==> config.mk <==
export PLATFORM = sky130hd
export DESIGN_NAME = windowed_rate_of_rise
export DESIGN_NICKNAME = d
export VERILOG_FILES = /design/src/hw/rtl/wrr_pkg.sv /design/src/hw/rtl/windowed_rate_of_rise.sv /design/src/hw/rtl/wrr_div.sv
export SDC_FILE = /design/constraint.sdc
export NUM_CORES = 2
export LEC_CHECK = 0
export BUFFER_PORTS_ARGS = -buffer_cell sky130_fd_sc_hd__buf_2
export CORE_MARGIN = 3
export CORE_UTILIZATION = 40
export CTS_BUF_LIST = sky130_fd_sc_hd__clkbuf_2
export DETAILED_ROUTE_END_ITERATION = 6
export GPL_TIMING_DRIVEN = 0
export MAX_ROUTING_LAYER = met4
export SETUP_SLACK_MARGIN = 0.3
export SYNTH_ARGS = -nofsm -noshare
export SYNTH_HDL_FRONTEND = slang
export SYNTH_HIERARCHICAL = 1
export SYNTH_SLANG_ARGS = --single-unit
==> constraint.sdc <==
create_clock -name clk -period 8.7 [get_ports clk]
set_clock_uncertainty 0.05 [all_clocks]
set_input_delay 0.87 -clock clk [delete_from_list [all_inputs] [get_ports clk]]
set_output_delay 0.87 -clock clk [all_outputs]
set_load 0.01 [all_outputs]
==> src/hw/rtl/wrr_pkg.sv <==
// ----------------------------------------------------------------------------
// wrr_pkg
// Types and constants shared by the windowed rate-of-rise block and its divider
// ----------------------------------------------------------------------------
package wrr_pkg;

  localparam int TIME_W     = 32;
  localparam int TEMP_W     = 12;
  localparam int WIN_W      = 20;
  localparam int TENTHS_W   = 14;
  localparam int RISE_W     = 16;
  localparam int MAG_W      = 30;
  localparam int NUM_W      = 33;
  localparam int DIV_CNT_W  = 6;
  localparam int CFG_ADDR_W = 2;
  localparam int CFG_DATA_W = 32;

  localparam logic [CFG_ADDR_W-1:0] ADDR_WINDOW = 2'd0;
  localparam logic [WIN_W-1:0]      WINDOW_RESET = 20'd30000;

  // quarter degrees per ms to tenths per minute: 60000 * 10 / 4
  localparam logic [17:0] SLOPE_SCALE = 18'd150000;

  localparam logic [RISE_W-1:0] RISE_POS_MAX = 16'h7FFF;
  localparam logic [RISE_W-1:0] RISE_NEG_MAX = 16'h8000;
  localparam logic [NUM_W-1:0]  QUOT_POS_LIM = 33'd32767;
  localparam logic [NUM_W-1:0]  QUOT_NEG_LIM = 33'd32768;

  typedef enum logic [2:0] {
    ST_IDLE,
    ST_WALK,
    ST_MUL,
    ST_DIV_START,
    ST_DIV_WAIT,
    ST_SAT,
    ST_FIN
  } wrr_state_t;

endpackage

==> src/hw/rtl/windowed_rate_of_rise.sv <==
// ----------------------------------------------------------------------------
// windowed_rate_of_rise
// Invalid sample: goes straight to the output stage. Valid sample: the time taken
// grows with n, the ring entries read back (at most RING_DEPTH - 1), through the ring
// walk at one memory read a cycle and the 33-step serial divider. One item at a time.
// No elapsed time skips the divider.
// Synchronous active-low reset clears control state, window_ms to 30000.
// ----------------------------------------------------------------------------
module windowed_rate_of_rise #(
  parameter int RING_DEPTH = 64
) (
  input  logic                              clk,
  input  logic                              rst_n,

  input  logic                              in_valid,
  output logic                              in_stall,
  input  logic [wrr_pkg::TIME_W-1:0]        in_timestamp_ms,
  input  logic [wrr_pkg::TEMP_W-1:0]        in_temp_quarter_deg,
  input  logic                              in_temp_valid,

  output logic                              out_valid,
  input  logic                              out_stall,
  output logic [wrr_pkg::TENTHS_W-1:0]      out_temp_tenths,
  output logic signed [wrr_pkg::RISE_W-1:0] out_rise_tenths_per_min,
  output logic                              out_rise_valid,

  input  logic                              cfg_psel,
  input  logic                              cfg_penable,
  input  logic                              cfg_pwrite,
  input  logic [wrr_pkg::CFG_ADDR_W-1:0]    cfg_paddr,
  input  logic [wrr_pkg::CFG_DATA_W-1:0]    cfg_pwdata,
  output logic [wrr_pkg::CFG_DATA_W-1:0]    cfg_prdata,
  output logic                              cfg_pready
);
  import wrr_pkg::*;

  localparam int AW = $clog2(RING_DEPTH);
  localparam int FW = $clog2(RING_DEPTH + 1);
  localparam int MW = TEMP_W + TIME_W;

  wrr_state_t state_r, state_nxt;

  logic [WIN_W-1:0]    window_r;
  logic [AW-1:0]       write_slot_r;
  logic [FW-1:0]       fill_r;
  logic [RISE_W-1:0]   last_rise_r;
  logic                last_valid_r;

  logic [TIME_W-1:0]   now_r;
  logic [TEMP_W-1:0]   q_r;
  logic [TENTHS_W-1:0] tenths_r;
  logic [TIME_W-1:0]   old_time_r;
  logic [TEMP_W-1:0]   old_q_r;
  logic [AW-1:0]       idx_r;
  logic [FW-1:0]       cnt_r;
  logic                chk_vld_r;
  logic [MAG_W-1:0]    mag_r;
  logic                neg_r;
  logic [TIME_W-1:0]   dt_r;

  logic                out_valid_r;
  logic [TENTHS_W-1:0] out_tenths_r;
  logic [RISE_W-1:0]   out_rise_r;
  logic                out_rise_valid_r;

  logic [MW-1:0]       ring_mem [RING_DEPTH];
  logic [MW-1:0]       rd_data_r;

  logic                accept;
  logic                mem_we;
  logic                rd_issue;
  logic                div_start;
  logic                out_load;
  logic                cfg_wr;

  logic [TIME_W-1:0]   rd_time;
  logic [TEMP_W-1:0]   rd_q;
  logic [TIME_W-1:0]   age;
  logic                age_ok;
  logic [TIME_W-1:0]   dt;
  logic signed [TEMP_W:0] dq;
  logic [TEMP_W-1:0]   abs_dq;
  logic [TENTHS_W:0]   q_times5;
  logic [AW-1:0]       slot_prev;
  logic [FW-1:0]       walk_cnt;
  logic [NUM_W-1:0]    quot;
  logic                div_done;

  // configuration port
  assign cfg_pready = 1'b1;
  assign cfg_wr     = cfg_psel && cfg_penable && cfg_pwrite && (cfg_paddr == ADDR_WINDOW);
  assign cfg_prdata = (cfg_paddr == ADDR_WINDOW) ? CFG_DATA_W'(window_r) : '0;

  always_ff @(posedge clk) begin
    if (!rst_n) begin
      window_r <= WINDOW_RESET;
    end else if (cfg_wr) begin
      window_r <= cfg_pwdata[WIN_W-1:0];
    end
  end

  // datapath helpers
  assign rd_time  = rd_data_r[TIME_W-1:0];
  assign rd_q     = rd_data_r[MW-1:TIME_W];
  assign age      = now_r - rd_time;
  assign age_ok   = age <= TIME_W'(window_r);
  assign dt       = now_r - old_time_r;
  assign dq       = $signed({1'b0, q_r}) - $signed({1'b0, old_q_r});
  assign abs_dq   = dq[TEMP_W] ? TEMP_W'(-dq) : dq[TEMP_W-1:0];
  assign q_times5 = (TENTHS_W+1)'(in_temp_quarter_deg)
                  + (TENTHS_W+1)'({in_temp_quarter_deg, 2'b00});
  assign slot_prev = (write_slot_r == '0) ? AW'(RING_DEPTH - 1) : write_slot_r - 1'b1;
  assign walk_cnt  = (fill_r == FW'(RING_DEPTH)) ? FW'(RING_DEPTH - 1) : fill_r;

  // next state
  always_comb begin
    state_nxt = state_r;
    unique case (state_r)
      ST_IDLE: begin
        if (in_valid) begin
          state_nxt = in_temp_valid ? ST_WALK : ST_FIN;
        end
      end
      ST_WALK: begin
        if ((chk_vld_r && !age_ok) || (!chk_vld_r && cnt_r == '0)) begin
          state_nxt = ST_MUL;
        end
      end
      ST_MUL: begin
        state_nxt = (dt == '0) ? ST_FIN : ST_DIV_START;
      end
      ST_DIV_START: begin
        state_nxt = ST_DIV_WAIT;
      end
      ST_DIV_WAIT: begin
        if (div_done) begin
          state_nxt = ST_SAT;
        end
      end
      ST_SAT: begin
        state_nxt = ST_FIN;
      end
      ST_FIN: begin
        if (!out_valid_r || !out_stall) begin
          state_nxt = ST_IDLE;
        end
      end
      default: begin
        state_nxt = ST_IDLE;
      end
    endcase
  end

  // control outputs
  always_comb begin
    in_stall  = 1'b1;
    rd_issue  = 1'b0;
    div_start = 1'b0;
    out_load  = 1'b0;
    unique case (state_r)
      ST_IDLE:      in_stall  = 1'b0;
      ST_WALK:      rd_issue  = !(chk_vld_r && !age_ok) && (cnt_r != '0);
      ST_DIV_START: div_start = 1'b1;
      ST_FIN:       out_load  = !out_valid_r || !out_stall;
      default: begin
      end
    endcase
  end

  assign accept = in_valid && !in_stall;
  assign mem_we = accept && in_temp_valid;

  always_ff @(posedge clk) begin
    if (!rst_n) begin
      state_r <= ST_IDLE;
    end else begin
      state_r <= state_nxt;
    end
  end

  // sample ring
  always_ff @(posedge clk) begin
    if (mem_we) begin
      ring_mem[write_slot_r] <= {in_temp_quarter_deg, in_timestamp_ms};
    end
    if (rd_issue) begin
      rd_data_r <= ring_mem[idx_r];
    end
  end

  // control state
  always_ff @(posedge clk) begin
    if (!rst_n) begin
      write_slot_r <= '0;
      fill_r       <= '0;
      last_rise_r  <= '0;
      last_valid_r <= 1'b0;
      chk_vld_r    <= 1'b0;
      cnt_r        <= '0;
      out_valid_r  <= 1'b0;
    end else begin
      if (mem_we) begin
        write_slot_r <= (write_slot_r == AW'(RING_DEPTH - 1)) ? '0 : write_slot_r + 1'b1;
        if (fill_r != FW'(RING_DEPTH)) begin
          fill_r <= fill_r + 1'b1;
        end
        cnt_r     <= walk_cnt;
        chk_vld_r <= 1'b0;
      end else if (state_r == ST_WALK) begin
        chk_vld_r <= rd_issue;
        if (rd_issue) begin
          cnt_r <= cnt_r - 1'b1;
        end
      end
      if (state_r == ST_MUL && dt == '0) begin
        last_rise_r  <= '0;
        last_valid_r <= 1'b0;
      end else if (state_r == ST_SAT) begin
        last_valid_r <= 1'b1;
        if (neg_r) begin
          last_rise_r <= (quot > QUOT_NEG_LIM) ? RISE_NEG_MAX : RISE_W'(~quot[RISE_W-1:0] + 1'b1);
        end else begin
          last_rise_r <= (quot > QUOT_POS_LIM) ? RISE_POS_MAX : quot[RISE_W-1:0];
        end
      end
      if (out_load) begin
        out_valid_r <= 1'b1;
      end else if (!out_stall) begin
        out_valid_r <= 1'b0;
      end
    end
  end

  // payload registers
  always_ff @(posedge clk) begin
    if (accept) begin
      now_r      <= in_timestamp_ms;
      q_r        <= in_temp_quarter_deg;
      old_time_r <= in_timestamp_ms;
      old_q_r    <= in_temp_quarter_deg;
      idx_r      <= slot_prev;
      tenths_r   <= in_temp_valid ? q_times5[TENTHS_W:1] + TENTHS_W'(q_times5[0]) : '0;
    end else if (state_r == ST_WALK) begin
      if (chk_vld_r && age_ok) begin
        old_time_r <= rd_time;
        old_q_r    <= rd_q;
      end
      if (rd_issue) begin
        idx_r <= (idx_r == '0) ? AW'(RING_DEPTH - 1) : idx_r - 1'b1;
      end
    end
    if (state_r == ST_MUL) begin
      mag_r <= MAG_W'(abs_dq) * MAG_W'(SLOPE_SCALE);
      neg_r <= dq[TEMP_W];
      dt_r  <= dt;
    end
    if (out_load) begin
      out_tenths_r     <= tenths_r;
      out_rise_r       <= last_rise_r;
      out_rise_valid_r <= last_valid_r;
    end
  end

  wrr_div u_div (
    .clk   (clk),
    .rst_n (rst_n),
    .start (div_start),
    .mag   (mag_r),
    .dt    (dt_r),
    .done  (div_done),
    .quot  (quot)
  );

  assign out_valid               = out_valid_r;
  assign out_temp_tenths         = out_tenths_r;
  assign out_rise_tenths_per_min = $signed(out_rise_r);
  assign out_rise_valid          = out_rise_valid_r;

endmodule

==> src/hw/rtl/wrr_div.sv <==
// ----------------------------------------------------------------------------
// wrr_div
// Bit-serial restoring divider for the rounded slope quotient
// (2*mag + dt) / (2*dt), one quotient bit per cycle
// ----------------------------------------------------------------------------
module wrr_div (
  input  logic                        clk,
  input  logic                        rst_n,
  input  logic                        start,
  input  logic [wrr_pkg::MAG_W-1:0]   mag,
  input  logic [wrr_pkg::TIME_W-1:0]  dt,
  output logic                        done,
  output logic [wrr_pkg::NUM_W-1:0]   quot
);
  import wrr_pkg::*;

  logic [NUM_W-1:0]     num_r;
  logic [NUM_W-1:0]     den_r;
  logic [NUM_W-1:0]     rem_r;
  logic [DIV_CNT_W-1:0] cnt_r;
  logic                 busy_r;
  logic                 done_r;

  logic [NUM_W:0]   rem_sh;
  logic [NUM_W+1:0] diff;

  assign rem_sh = {rem_r, num_r[NUM_W-1]};
  assign diff   = {1'b0, rem_sh} - {2'b00, den_r};

  always_ff @(posedge clk) begin
    if (!rst_n) begin
      busy_r <= 1'b0;
      done_r <= 1'b0;
      cnt_r  <= '0;
    end else begin
      done_r <= 1'b0;
      if (start) begin
        busy_r <= 1'b1;
        cnt_r  <= DIV_CNT_W'(NUM_W);
      end else if (busy_r) begin
        cnt_r <= cnt_r - 1'b1;
        if (cnt_r == DIV_CNT_W'(1)) begin
          busy_r <= 1'b0;
          done_r <= 1'b1;
        end
      end
    end
  end

  always_ff @(posedge clk) begin
    if (start) begin
      num_r <= NUM_W'({mag, 1'b0}) + NUM_W'(dt);
      den_r <= {dt, 1'b0};
      rem_r <= '0;
    end else if (busy_r) begin
      if (!diff[NUM_W+1]) begin
        rem_r <= diff[NUM_W-1:0];
        num_r <= {num_r[NUM_W-2:0], 1'b1};
      end else begin
        rem_r <= rem_sh[NUM_W-1:0];
        num_r <= {num_r[NUM_W-2:0], 1'b0};
      end
    end
  end

  assign done = done_r;
  assign quot = num_r;

endmodule

==> run summary <==
Yosys top cell area share - 69.7%
Compound-Gate Fraction of Synth Area - 4.23%
failing checks - max-capacitance violations, max-slew violations
unrepaired setup endpoints after global routing - false
Routed wire per std cell - 31.5 microns
clock buffer depth - 4
Worst EP arrival - 9.86 ns
crit path max fanout - 5
dpl cells - 11700
Synth Area in Adders - 3.17%
pre-CTS setup slack - -0.682 ns
later-pin clock latency in the skew report - 2.18 ns
largest net degree at the start of global routing - 67
initial antenna violation count - 36
cell with the most instances after synthesis - edfxtp_1
Hold WS - 0.362 ns
cell row count - 212
CP required - 10.50 ns
Die X-Extent - 586 microns
ranking of synthesized cells by area - edfxtp_1 (70%), mux4_2 (14%), ha_1 (2.4%)
clock-pin slew on the worst setup and hold paths - 0.10 ns
Nets - 8777
DR iter-0 viols - 10600
kind of critical path - flop to flop
Post-Route WL - 420000 microns
Max-Cap Viols - 1
worst setup path end - mag_r[28]$_DFFE_PN_
outcome - complete, but fails checks
r2r startpoint - old_q_r[0]$_DFFE_PP_
Most common cell on crit path - fa_1
# IOs - 152
sequential share of the synthesized area - 71.2%
final setup fails - 0
main combinational cell family by area after synthesis - multiplexers
most common library cells after synthesis - edfxtp_1 (3123), mux4_2 (863), inv_1 (280), nand2_1 (279), ha_1 (263)
synthesized instance count - 7050
post-synthesis mux area share - 15.3%
max-slew violation count - 7
H-tree depth - 6
Layout Cells excl Fill - 13400
Hold Crit Class - flop to flop
Total GRT Usage - 24.9%
worst setup margin - 0.635 ns
fin crit period - 8.07 ns
Post-synth EDFFs - 3123
critical path launch point type - flop
Slew @ Worst Pin - 1.50 ns
Worst R2R Path Depth - 30
HP Start - dt_r[4]$_DFFE_PN_
synth unique cells - 109
Die Span Y - 586 microns
Synth Area in Simple Gates - 3.25%
Post-DRT Antenna Nets - 0
Core Area - 334000 sq um
Port-buffer cells - 125
Synth Flop Type - edfxtp_1
Syn Area/Cell - 19.1 sq um
clock buffer count from CTS - 793
Die Area - 343000 sq um
final worst-path cycle share - 92.7%
Via density - 5.85
GRT overflow - 0
proportion of layout cells with a drive suffix above 1 - 29.6%
vias post-DR - 78200
Async SR Flop Fraction - 0%
crit end category - flop
Mapped Area - 135000 sq um
RR Endpoint - mag_r[28]$_DFFE_PN_
first-pass GRT wire length - 582000 microns
xor-xnor portion of the synthesized cell area - 1.03%
area delta synth->final - 15.0%
DRC viols - 0
Rel. slew slack - -0.0140%
YS warnings - 6
Post-DP HPWL - 271000 microns
CTS tree - yes
top achievable clock speed - 0.124 GHz
flop-to-flop setup slack - 0.63 ns
flops & latches, synth - 3226
CTS root buf - clkbuf_2
area leader, netlist - edfxtp_1
Critical Path Start - old_q_r[0]$_DFFE_PP_
CTS sink count - 3226
final hold violation count - 0
vias in the first global route - 77400
Slowest-stage cell, CP - fa_1
GP Congestion - 0.908
DRT Pass-1 Iters - 6
critical path's largest stage delay - 0.51 ns
Starting Density - 40.3%
-- state kept, by name (all words and copies together) (netlist names), 14 cells and up --
signal / cells
mag_r: 26
old_time_r: 32
last_rise_r: 16
out_temp_tenths: 14
u_div/quot: 33
out_rise_tenths_per_min: 16
u_div/den_r: 32
tenths_r: 14
rd_data_r: 44
now_r: 32
window_r: 20
dt_r: 32
ring_mem: 2816
u_div/rem_r: 33
-- kinds of logic after synthesis --
family,count (synthesis)
DFF,3226
muxes,971
and+or+nand+nor,925
AOI/OAI and AO/OA,844
buffers and inverters,611
adders and majority gates,312
xor gates and xnor gates,159
other,2
-- placed cells by master, fill, tap and decap left out, types with 62 or more instances in the layout --
master,count
edfxtp_1,3123
clkbuf_2,1137
mux4_2,863
nand2_1,278
inv_1,276
ha_1,262
clkbuf_1,215
a21oi_1,197
nor2_1,193
dlygate4sd3_1,193
clkinv_1,156
o21ai_0,149
buf_2,146
buf_12,116
dfxtp_1,103
xnor2_1,101
mux2i_1,80
nor3_1,68
nor2_4,67
buf_16,67
a21o_1,62
-- worst max-delay path: cells and delay by family, from the launching register on --
kind / cells / cell delay [ns]
AOI/OAI and AO/OA: 14 / 2.68
adders and majority gates: 8 / 3.36
buffers and inverters: 4 / 0.39
DFF: 1 / 0.38
and+or+nand+nor: 4 / 0.87
-- per-stage QoR --
stage	setup TNS [ns]	area [sq um]	util [%]
3_3_place_gp	-74.95	141000	42.1
3_5_place_dp	-1.32	144000	43.2
2_1_floorplan	0	135000	-
5_1_grt	0	155000	46.3
4_1_cts	0	154000	46.2
6_report	0	155000	46.3
-- layout make-up --
type | count | area, sq um
tap | 4387 | 5490
clock inverter | 233 | 1240
inverter | 283 | 1060
clock buffer | 1127 | 5640
buffer | 328 | 1390
sequential | 3226 | 95800
antenna | 29 | 72.6
timing repair buffer | 518 | 6860
multi-input combinational | 3229 | 37100
fill | 28700 | 180000
-- layer usage --
metal	track usage (%)	part of all wire [%]	vias up
li1	-	-	32000
met1	33.2	39	40800
met2	37.6	46	4671
met3	5.61	11	790
met4	9.21	4.0	0
met5	-	0	-
-- how the worst min path moves through the flow --
stage,to,slack [ns],cells past startpoint
final,u_div/den_r[5]$_DFFE_PP_,0.36,0
after global routing,now_r[15]$_DFFE_PP_,0.14,3
after CTS,now_r[15]$_DFFE_PP_,0.03,3
after detailed placement,out_temp_tenths[5]$_DFFE_PP_,0.35,0
after global placement,out_temp_tenths[7]$_DFFE_PP_,0.36,0
after floorplan,out_temp_tenths[0]$_DFFE_PP_,0.35,0
-- timing repair --
action                                  in CTS  in global routing
setup buffers                                4                 10
gates resized for setup                     24                 37
endpoints found under the setup margin       7                  6
hold buffers                               236                  0
hold endpoints to repair                  3040                  0
pin swaps                                    3                 13
gates cloned                                 0                  1
Power is left out: the tool's default activity adds up to more than one toggle a clock period on the data nets, which glitch-free logic cannot reach.
